[src/arpc_pkg.sv]
package arpc_pkg;

  // Table size default
  localparam int TABLE_ENTRIES_DEF = 16;

  // Packet checks
  localparam logic [15:0] MIN_PACKET_BYTES = 16'd28;
  localparam logic [15:0] HW_ETHERNET      = 16'h0001;
  localparam logic [15:0] PROTO_IPV4       = 16'h0800;
  localparam logic [15:0] OP_REQUEST       = 16'h0001;

  // Item modes
  localparam logic MODE_LOOKUP = 1'b0;
  localparam logic MODE_PACKET = 1'b1;

  // Result outcomes
  localparam logic [2:0] OUT_HIT   = 3'd0;
  localparam logic [2:0] OUT_MISS  = 3'd1;
  localparam logic [2:0] OUT_DROP  = 3'd2;
  localparam logic [2:0] OUT_LEARN = 3'd3;
  localparam logic [2:0] OUT_REPLY = 3'd4;

  // Register selects (paddr bit 3)
  localparam logic REG_OWN_IP  = 1'b0;
  localparam logic REG_OWN_MAC = 1'b1;

  // One cache entry as stored in the RAM
  typedef struct packed {
    logic [47:0] mac;
    logic [31:0] ip;
  } entry_t;

  // Sequencer states
  typedef enum logic [2:0] {
    S_IDLE = 3'b001,
    S_SCAN = 3'b010,
    S_DONE = 3'b100
  } state_t;

endpackage

[src/arpc_ram.sv]
module arpc_ram #(
  parameter int WIDTH  = 80,
  parameter int DEPTH  = 16,
  parameter int ADDR_W = (DEPTH > 1) ? $clog2(DEPTH) : 1
) (
  input  logic              clk,
  input  logic              we,
  input  logic [ADDR_W-1:0] waddr,
  input  logic [WIDTH-1:0]  wdata,
  input  logic [ADDR_W-1:0] raddr,
  output logic [WIDTH-1:0]  rdata
);

  logic [WIDTH-1:0] mem [DEPTH];

  // Write port and registered read port
  always_ff @(posedge clk) begin
    if (we) begin
      mem[waddr] <= wdata;
    end
    rdata <= mem[raddr];
  end

endmodule

[src/arp_cache_and_responder.sv]
// A dropped packet goes from acceptance straight to the result stage; any other item
// scans the table one entry per cycle through a single RAM read port, giving its result
// after the scan ends at the first matching entry, or at the last entry with no match.
// A new item is accepted only in the idle state, once the last result has been loaded for output.
// Reset (synchronous, rst high) clears all valid bits at once, so the cache starts empty,
// and clears own_ip and own_mac; there is no clearing pass.
module arp_cache_and_responder #(
  parameter int TABLE_ENTRIES = arpc_pkg::TABLE_ENTRIES_DEF
) (
  input  logic         clk,
  input  logic         rst,
  // request in
  input  logic         s_tvalid,
  output logic         s_tready,
  // ip_address[31:0], snd_mac[79:32], tgt_ip[111:80], hardware_type[127:112],
  // protocol_type[143:128], arp_opcode[159:144], packet_length[175:160]
  input  logic [175:0] s_tdata,
  // mode[0]
  input  logic         s_tuser,
  // result out
  output logic         m_tvalid,
  input  logic         m_tready,
  // result_mac[47:0], reply_target_ip[79:48]
  output logic [79:0]  m_tdata,
  // outcome[2:0]
  output logic [2:0]   m_tuser,
  // configuration
  input  logic         psel,
  input  logic         penable,
  input  logic         pwrite,
  input  logic [3:0]   paddr,
  input  logic [63:0]  pwdata,
  output logic [63:0]  prdata,
  output logic         pready
);

  localparam int IDX_W = (TABLE_ENTRIES > 1) ? $clog2(TABLE_ENTRIES) : 1;
  localparam logic [IDX_W-1:0] LAST_IDX = IDX_W'(TABLE_ENTRIES - 1);
  localparam int ENTRY_W = $bits(arpc_pkg::entry_t);

  arpc_pkg::state_t state;

  logic [31:0] own_ip;
  logic [47:0] own_mac;

  logic [TABLE_ENTRIES-1:0] entry_valid;

  logic        item_mode;
  logic [31:0] item_ip;
  logic [47:0] item_smac;
  logic [31:0] item_tip;
  logic [15:0] item_opc;

  logic [IDX_W-1:0] scan_idx;
  logic [IDX_W-1:0] cmp_idx;
  logic             cmp_pending;
  logic             free_found;
  logic [IDX_W-1:0] spare_idx;

  logic [2:0]  res_outcome;
  logic [47:0] res_mac;
  logic [31:0] res_ip;

  logic        out_valid;
  logic [2:0]  out_outcome;
  logic [47:0] out_mac;
  logic [31:0] out_ip;

  logic               in_fire;
  logic [ENTRY_W-1:0] ram_rdata;
  arpc_pkg::entry_t   rd_entry;
  arpc_pkg::entry_t   wr_entry;
  logic               cur_valid;
  logic               match;
  logic               scan_end;
  logic               have_free;
  logic [IDX_W-1:0]   slot_free;
  logic               wr_en;
  logic [IDX_W-1:0]   wr_addr;
  logic               reply;
  logic               bad_pkt;
  logic               out_load;
  logic               cfg_wr;

  // Input field views
  logic [31:0] in_ip;
  logic [47:0] in_smac;
  logic [31:0] in_tip;
  logic [15:0] in_hwt;
  logic [15:0] in_prt;
  logic [15:0] in_opc;
  logic [15:0] in_plen;

  assign in_ip   = s_tdata[31:0];
  assign in_smac = s_tdata[79:32];
  assign in_tip  = s_tdata[111:80];
  assign in_hwt  = s_tdata[127:112];
  assign in_prt  = s_tdata[143:128];
  assign in_opc  = s_tdata[159:144];
  assign in_plen = s_tdata[175:160];

  assign s_tready = (state == arpc_pkg::S_IDLE);
  assign in_fire  = s_tvalid && s_tready;
  assign bad_pkt  = (in_plen < arpc_pkg::MIN_PACKET_BYTES) ||
                    (in_hwt != arpc_pkg::HW_ETHERNET) ||
                    (in_prt != arpc_pkg::PROTO_IPV4);

  // Compare the entry read last cycle against the key
  assign rd_entry  = arpc_pkg::entry_t'(ram_rdata);
  assign cur_valid = entry_valid[cmp_idx];
  assign match     = cur_valid && (rd_entry.ip == item_ip);
  assign scan_end  = (state == arpc_pkg::S_SCAN) && cmp_pending &&
                     (match || (cmp_idx == LAST_IDX));
  assign have_free = free_found || !cur_valid;
  assign slot_free = free_found ? spare_idx : cmp_idx;
  assign reply     = (item_opc == arpc_pkg::OP_REQUEST) && (item_tip == own_ip);

  // Learn the sender when the scan ends
  assign wr_en   = scan_end && (item_mode == arpc_pkg::MODE_PACKET) && (match || have_free);
  assign wr_addr = match ? cmp_idx : slot_free;
  assign wr_entry.mac = item_smac;
  assign wr_entry.ip  = item_ip;

  arpc_ram #(
    .WIDTH  (ENTRY_W),
    .DEPTH  (TABLE_ENTRIES),
    .ADDR_W (IDX_W)
  ) u_ram (
    .clk   (clk),
    .we    (wr_en),
    .waddr (wr_addr),
    .wdata (wr_entry),
    .raddr (scan_idx),
    .rdata (ram_rdata)
  );

  assign out_load = (state == arpc_pkg::S_DONE) && (!out_valid || m_tready);

  // Sequencer and control state
  always_ff @(posedge clk) begin
    if (rst) begin
      state       <= arpc_pkg::S_IDLE;
      entry_valid <= '0;
      cmp_pending <= 1'b0;
      free_found  <= 1'b0;
      out_valid   <= 1'b0;
      scan_idx    <= '0;
    end else begin
      case (state)
        arpc_pkg::S_IDLE: begin
          if (in_fire) begin
            scan_idx    <= '0;
            cmp_pending <= 1'b0;
            free_found  <= 1'b0;
            if (s_tuser == arpc_pkg::MODE_PACKET && bad_pkt) begin
              state <= arpc_pkg::S_DONE;
            end else begin
              state <= arpc_pkg::S_SCAN;
            end
          end
        end
        arpc_pkg::S_SCAN: begin
          // advance the read address, holding at the last entry
          cmp_pending <= 1'b1;
          if (scan_idx != LAST_IDX) begin
            scan_idx <= scan_idx + 1'b1;
          end
          if (cmp_pending && !cur_valid && !free_found) begin
            free_found <= 1'b1;
          end
          if (wr_en && !match) begin
            entry_valid[wr_addr] <= 1'b1;
          end
          if (scan_end) begin
            state <= arpc_pkg::S_DONE;
          end
        end
        arpc_pkg::S_DONE: begin
          if (out_load) begin
            state <= arpc_pkg::S_IDLE;
          end
        end
        default: begin
          state <= arpc_pkg::S_IDLE;
        end
      endcase

      // hold the result until taken
      if (out_load) begin
        out_valid <= 1'b1;
      end else if (m_tready) begin
        out_valid <= 1'b0;
      end
    end
  end

  // Item, scan and result payload
  always_ff @(posedge clk) begin
    if (in_fire) begin
      item_mode <= s_tuser;
      item_ip   <= in_ip;
      item_smac <= in_smac;
      item_tip  <= in_tip;
      item_opc  <= in_opc;
      res_outcome <= arpc_pkg::OUT_DROP;
      res_mac     <= '0;
      res_ip      <= '0;
    end
    if (state == arpc_pkg::S_SCAN) begin
      cmp_idx <= scan_idx;
      if (cmp_pending && !cur_valid && !free_found) begin
        spare_idx <= cmp_idx;
      end
    end
    if (scan_end) begin
      if (item_mode == arpc_pkg::MODE_LOOKUP) begin
        res_outcome <= match ? arpc_pkg::OUT_HIT : arpc_pkg::OUT_MISS;
        res_mac     <= match ? rd_entry.mac : 48'd0;
        res_ip      <= '0;
      end else if (reply) begin
        res_outcome <= arpc_pkg::OUT_REPLY;
        res_mac     <= item_smac;
        res_ip      <= item_ip;
      end else begin
        res_outcome <= arpc_pkg::OUT_LEARN;
        res_mac     <= '0;
        res_ip      <= '0;
      end
    end
    if (out_load) begin
      out_outcome <= res_outcome;
      out_mac     <= res_mac;
      out_ip      <= res_ip;
    end
  end

  assign m_tvalid = out_valid;
  assign m_tuser  = out_outcome;
  assign m_tdata  = {out_ip, out_mac};

  // Configuration registers
  assign pready = 1'b1;
  assign cfg_wr = psel && penable && pwrite && pready;

  always_ff @(posedge clk) begin
    if (rst) begin
      own_ip  <= '0;
      own_mac <= '0;
    end else if (cfg_wr) begin
      case (paddr[3])
        arpc_pkg::REG_OWN_IP:  own_ip  <= pwdata[31:0];
        arpc_pkg::REG_OWN_MAC: own_mac <= pwdata[47:0];
        default: begin
        end
      endcase
    end
  end

  always_comb begin
    case (paddr[3])
      arpc_pkg::REG_OWN_IP:  prdata = {32'd0, own_ip};
      arpc_pkg::REG_OWN_MAC: prdata = {16'd0, own_mac};
      default:               prdata = '0;
    endcase
  end

endmodule
[config.mk]
export PLATFORM = sky130hd
export DESIGN_NAME = arp_cache_and_responder
export DESIGN_NICKNAME = d
export VERILOG_FILES = /design/src/arpc_pkg.sv /design/src/arpc_ram.sv /design/src/arp_cache_and_responder.sv
export SDC_FILE = /design/constraint.sdc
export NUM_CORES = 2
export LEC_CHECK = 0
export BUFFER_PORTS_ARGS = -buffer_cell sky130_fd_sc_hd__buf_2
export CAP_MARGIN = 5
export CORE_ASPECT_RATIO = 0.75
export CORE_MARGIN = 2
export CORE_UTILIZATION = 36
export CTS_CLUSTER_SIZE = 40
export DETAILED_ROUTE_END_ITERATION = 6
export GPL_TIMING_DRIVEN = 0
export PLACE_DENSITY = 0.53
export SLEW_MARGIN = 20
export SYNTH_ARGS = -nofsm -noshare
export SYNTH_HDL_FRONTEND = slang
export SYNTH_HIERARCHICAL = 1
export SYNTH_SLANG_ARGS = --single-unit
[constraint.sdc]
create_clock -name clk -period 10.5 [get_ports clk]
set_clock_uncertainty 0.1 [all_clocks]
set_input_delay 0.525 -clock clk [delete_from_list [all_inputs] [get_ports clk]]
set_output_delay 0.525 -clock clk [all_outputs]
set_load 0.03 [all_outputs]
Yosys cells after proc, flatten, opt, wreduce, memory -nomap -nowiden. Memories as Yosys holds them, arrays and structs flattened. A register that Yosys moved wholly into a read port is not among the register bits. Index checks and enable logic that the tools add are counted.

Bitwise logic cells: 2. $mul: 0. Reductions and logical operators: 36. Equality and inequality tests: 15. Add/subtract/negate cells: 1. Muxes and demuxes: 37. Divide/modulo/power cells: 0. Shift operators: 0. $lt $le $gt $ge: 4.

Operators by type and width (number): two-way mux 48 bit (5); two-way mux 32 bit (4); case mux 64 bit (2 select lines) (1); equality test 32 bit (2); two-way mux 3 bit (8); equality test 16 x 1 -> 1 bit, second input constant (1); < comparator 16 x 5 -> 1 bit, second input constant (1); two-way mux 4 bit (4); != test 16 x 1 -> 1 bit, second input constant (1); != test 16 x 12 -> 1 bit, second input constant (1); OR 16 bit (1); logical AND 1 bit (15); < comparator 4 x 5 -> 1 bit, second input constant (2); AND reduction 2 bit (5); two-way mux 1 bit (9); case mux 3 bit (3 select lines) (1); AND reduction 3 bit (3); case mux 4 bit (2 select lines) (1); logical OR 1 bit (6); != test 2 x 1 -> 1 bit, second input constant (3); nonzero test 2 bit (3); adder 4 x 1 -> 4 bit, second input constant (1); binary-select mux 1 bit (select 4 bit) (1); demux 1 bit (select 4 bit) (1); 10 further kinds (15).

RAM bits: 1280. Memories kept: 1. Bits in latches: 0. Memory bits (read-only): 0. Bits in registers: 409. Output and inout bits: 150. Bits of input ports: 252. Word-level logic and storage cells: 117.

Memory list: u_ram.mem (words 16, width 80, rd ports 1, clocked after Yosys merged registers in 1, wr ports 1, RTL line arpc_ram.sv:14) `logic [WIDTH-1:0] mem [DEPTH];`.

Longest topological paths before layout.
Depth in word-level cells: 9. Mapped depth: 10. Depth with buffers taken out: 8.

Cells and area by module. Netlist, hierarchy kept.

By module, submodules not included: arpc_ram (instances 1, cells an instance 2054, area an instance 49422.4 µm², seq. area each 40038.4 µm²); arp_cache_and_responder (instances 1, cells an instance 1102, area an instance 15401.0 µm², seq. area each 11220.8 µm²).

Worst setup path after synthesis. No wires, ideal clock.

Path type: flip-flop to flip-flop. Start: reg cmp_idx[2]. End: mem u_ram.mem[0][0] (enable). Required time: 9.783 ns. Arrival time: 7.934 ns. Slack: 1.850 ns. Clock period less this slack: 8.650 ns. Setup time: 0.617 ns. Buffers on the path: 1. Stages on the path, launching flop included: 9. Cells stage by stage: edfxtp_1 -> buf_6 -> mux4_2 -> o21a_1 -> o211ai_1 -> nand2_1 -> mux2_2 -> or3b_2 -> nor3_1.

Elaborated cells between the ends (all ways): 15. Classes of those cells: 1 x eq/ne; 6 x mux; 8 x reduce/logical.

RTL lines: from (decl) (RTL line arp_cache_and_responder.sv:55) `logic [IDX_W-1:0] cmp_idx;`; from (signal assigned) (RTL line arp_cache_and_responder.sv:210) `cmp_idx <= scan_idx;`; binary-select mux 1 bit (select 4 bit) (RTL line arp_cache_and_responder.sv:110) `assign cur_valid = entry_valid[cmp_idx];`; two-way mux 1 bit (implied by the code) (RTL line arp_cache_and_responder.sv:110); logical AND 1 bit (RTL line arp_cache_and_responder.sv:111) `assign match = cur_valid && (rd_entry.ip == item_ip);`; two-way mux 4 bit * (RTL line arp_cache_and_responder.sv:120) `assign wr_addr = match ? cmp_idx : slot_free;`; via wr_addr[2] (RTL line arp_cache_and_responder.sv:79) `logic [IDX_W-1:0] wr_addr;`; to (decl) (RTL line arpc_ram.sv:14).

Mark *: on every way through the listed nets, which the timed path passes. The rest lies on a longest branch. The select of a mux whose other input is x is not followed.

Worst setup path after layout.
Start: reg item_ip[31]. End: mem u_ram.mem[0][16] (enable).

Elaborated cells between the ends (all ways): 10. Classes of those cells: 1 x eq/ne; 3 x mux; 6 x reduce/logical.

RTL lines: from (decl) (RTL line arp_cache_and_responder.sv:49) `logic [31:0] item_ip;`; from (signal assigned) (RTL line arp_cache_and_responder.sv:201) `item_ip <= in_ip;`; equality test 32 bit (RTL line arp_cache_and_responder.sv:111); logical AND 1 bit (RTL line arp_cache_and_responder.sv:111); two-way mux 4 bit (RTL line arp_cache_and_responder.sv:120); via wr_addr[2] (RTL line arp_cache_and_responder.sv:79).

The timed path passes the listed nets, and every way through them passes these cells.

==> flow_metrics.py <==
metrics = {
    "logic_synthesis": {
        "synth.yosys.warnings": 6,
        "synthMuxAreaShare_pct": 11.84,
        "synth.distinct_cells": 51,
        "synth_cells": 3156,
        "ys_async_sr_fraction_pct": 0,
        "syn_avg_cell_area_um2": 20.54,
        "synth_top_family_by_area": "multiplexers",
        "synth_seq_cells": 1769,
        "ys_seq_area_share_pct": 79.08,
        "ys.flop_type": "edfxtp_1",
        "synth_edf_count": 1583,
        "synth_compound_area_share_pct": 3.638,
        "yosys.area_share.adder_pct": 0.01930,
        "synth-simple-area-share_pct": 2.988,
        "synthXorXnorAreaFrac_pct": 0.9052,
        "syn_area_mm2": 0.06482,
    },
    "power": {
        "clockPowerShare_pct": 43.1,
        "pwr-share-comb_pct": 2.1,
        "finalPower_mw": 14.39,
        "p_int_mw": 11.40,
        "leakagePower_nw": 25.76,
        "p_seq_share_pct": 54.8,
        "powerDensity_mw_per_mm2": 181.1,
        "ir_drop_v": 0.0001217,
        "p_sw_mw": 2.995,
        "swShare_pct": 20.81,
    },
    "setup_path": {
        "cp_data_arrival_time_ps": 6030,
        "cp_max_fo": 18,
        "start_kind": "register",
        "cp-end-kind": "register",
        "path_class": "register to register",
        "crit_required_ps": 10910,
    },
    "final_layout": {
        "final_cell_mix": "edfxtp_1 (1583), buf_2 (390), mux4_2 (321)",
        "syn_to_final_growth_pct": 22.60,
        "nFillCells": 15390,
        "drive_gt1_share_pct": 28.90,
        "nets": 4269,
        "final_common_cell": "edfxtp_1",
        "stdcell_count": 6547,
        "stdcell_area_mm2": 0.07948,
    },
    "timing": {
        "finalSetupViolations": 0,
        "setup_slack_ps": 4881,
        "maxSlewViolCount": 0,
        "slew_headroom_pct": 26.87,
        "tightest_slew_ps": 1097,
        "rsz0062_at_grt": "false",
        "min_period_ps": 5619,
        "final_hold_viol_count": 0,
        "period_share_pct": 53.52,
        "max_freq_mhz": 178.0,
    },
    "die": {
        "start_util_pct": 36.34,
        "ios": 402,
        "dieArea_mm2": 0.1835,
        "num_rows": 134,
        "die_width_um": 494.0,
        "core_area_mm2": 0.1784,
        "die_h_um": 371.5,
    },
    "drt": {
        "route.detailed.drc": 0,
        "drt-initial-drc-count": 3193,
        "ant_nets": 0,
        "first_pass_iters": 7,
        "wl_um": 173100,
        "vias": 33510,
        "vias_per_cell": 5.118,
        "wl_per_cell_um": 26.44,
    },
    "clocking": {
        "max-clock-path-buffers": 3,
        "cts.clk_slew.worst_paths_ps": 60,
        "postCtsSetupBuffers": 0,
        "clk_latency_ps": 820,
        "cts.sinks": 1769,
        "numCtsBuffers": 173,
        "cts_tree": "done",
        "htree_levels": 4,
        "cts_root_buf": "clkbuf_16",
    },
    "grt": {
        "grt-ovfl-total": 0,
        "grt_pass1_vias": 34310,
        "track_usage_pct": 18.76,
        "antenna_found_initial": 11,
        "grt_start_max_net_pins": 54,
        "grt_pass1_wl_um": 246100,
    },
    "placed_design": {
        "dpl_worst_slack_ps": 4800,
        "placedCellCount": 6042,
        "dp_hpwl_um": 114300,
        "numPortBuffers": 362,
        "post_dp_cell_area_mm2": 0.07203,
        "place_congestion": 0.8734,
    },
    "outcome": {
        "outcome": "completed",
    },
    "job": {
        "maxCapViolations": 0,
    },
    "worst_hold_path": {
        "hp-class": "primary input to register",
    },
}
synthesized netlist by cell type (all sizes together), types with 2 or more instances:
cell,number,area share [%]
nand3,12,0.093
mux2i,5,0.077
or2,3,0.029
mux2,35,0.61
nand4,23,0.22
buf,92,0.89
o22ai,5,0.048
o32a,2,0.031
mux4,321,11
conb,2,0.012
a21oi,90,0.69
a22oi,163,1.9
nand2,255,1.5
nand2b,6,0.058
a22o,47,0.64
o211ai,2,0.023
and2,50,0.48
nor3b,4,0.046
xor2,3,0.041
nor4,14,0.14
nor2,28,0.16
clkbuf,85,0.49
nor3,7,0.054
xnor2,64,0.86
inv,24,0.14
dfxtp,186,5.7
a21o,2,0.023
edfxtp,1583,73
nor4b,3,0.041
nand3b,3,0.035
or3,3,0.029
nor2b,6,0.058
o32ai,12,0.16
o21bai,2,0.023
flip-flops by register name, summed over array words and instances (netlist names), 4 cells and up:
name	count
cmp_idx	4
entry_valid	16
item_ip	32
item_opc	16
item_smac	48
item_tip	32
out_ip	32
out_mac	48
own_ip	32
own_mac	48
res_ip	32
res_mac	48
scan_idx	4
spare_idx	4
u_ram/mem	1280
u_ram/rdata	80
worst max-delay path, cell delays in order (launching register included):
cell and delay (ps):
edfxtp_1 730, xnor2_1 520, nand4_1 160, nor4_2 280, buf_4 220, o211ai_1 260
nand2_1 250, mux2_2 400, or3b_2 600, nor3_2 590, buf_4 320, buf_4 220
buf_4 220, buf_4 200, buf_4 200
worst paths after layout:
kind / startpoint / end / slack (ps) / depth (start not counted)
setup reg to reg: item_ip[31] / u_ram/mem[0][16] / 4880 / 14
hold reg to reg: res_ip[5] / out_ip[5] / 300 / 0
hold / removal: rst / cmp_pending / 100 / 3
setup / recovery: item_ip[31] / u_ram/mem[0][16] / 4880 / 14
logic make-up (layout without fill, tap and decap cells):
group / Yosys count / count (layout)
fa+ha+maj: 1 / 1
buf+inv: 201 / 1196
other cells: 2 / 18
simple gates: 422 / 422
xor+xnor: 67 / 67
mux: 361 / 361
compound gates: 333 / 333
flops: 1769 / 1769
power groups by stage:
stage	clock network, mW	registers (mW)	logic, mW
floorplan	0	7.99	0.114
detailed placement	0	8.04	0.251
global placement	0	8.05	0.238
global route	6.65	7.90	0.320
finish	6.21	7.89	0.298
CTS	6.39	7.89	0.305
cell type report:
cell class | count | area [um2] | share of cell area, %
clock inverter | 87 | 798.3 | 1.004
buffer | 177 | 899.6 | 1.132
multi-input combinational | 1201 | 12780 | 16.08
antenna | 1 | 2.502 | 0.003149
timing repair buffer | 670 | 5808 | 7.308
tap | 2380 | 2978 | 3.747
sequential | 1769 | 51260 | 64.50
inverter | 24 | 97.59 | 0.1228
clock buffer | 238 | 4851 | 6.104
per-stage QoR:
step,hold WS [ps],util [%],TNS [ps]
global route,68.49,44.55,0
detailed placement,304.5,40.38,0
finish,104.1,44.55,0
floorplan,300.3,-,0
global placement,300.5,39.05,-5290480
CTS,27.75,44.55,0
layer usage:
| metal | wire length [um] | global-route usage, % | part of all wire (%) |
|---|---|---|---|
| met4 | 3230 | 4.328 | 1.9 |
| met3 | 10570 | 3.667 | 6.1 |
| met5 | 57 | 0 | 0.033 |
| met2 | 82270 | 30.25 | 48 |
| met1 | 76990 | 26.35 | 44 |
what timing repair did:
| item | 4_1_cts | 5_1_grt |
|---|---|---|
| endpoints found under the setup margin | 0 | 0 |
| gates resized for setup | 0 | 0 |
| hold endpoints to repair | 211 | 0 |
| hold buffers | 179 | 0 |
(Power assumes the default switching activity.)
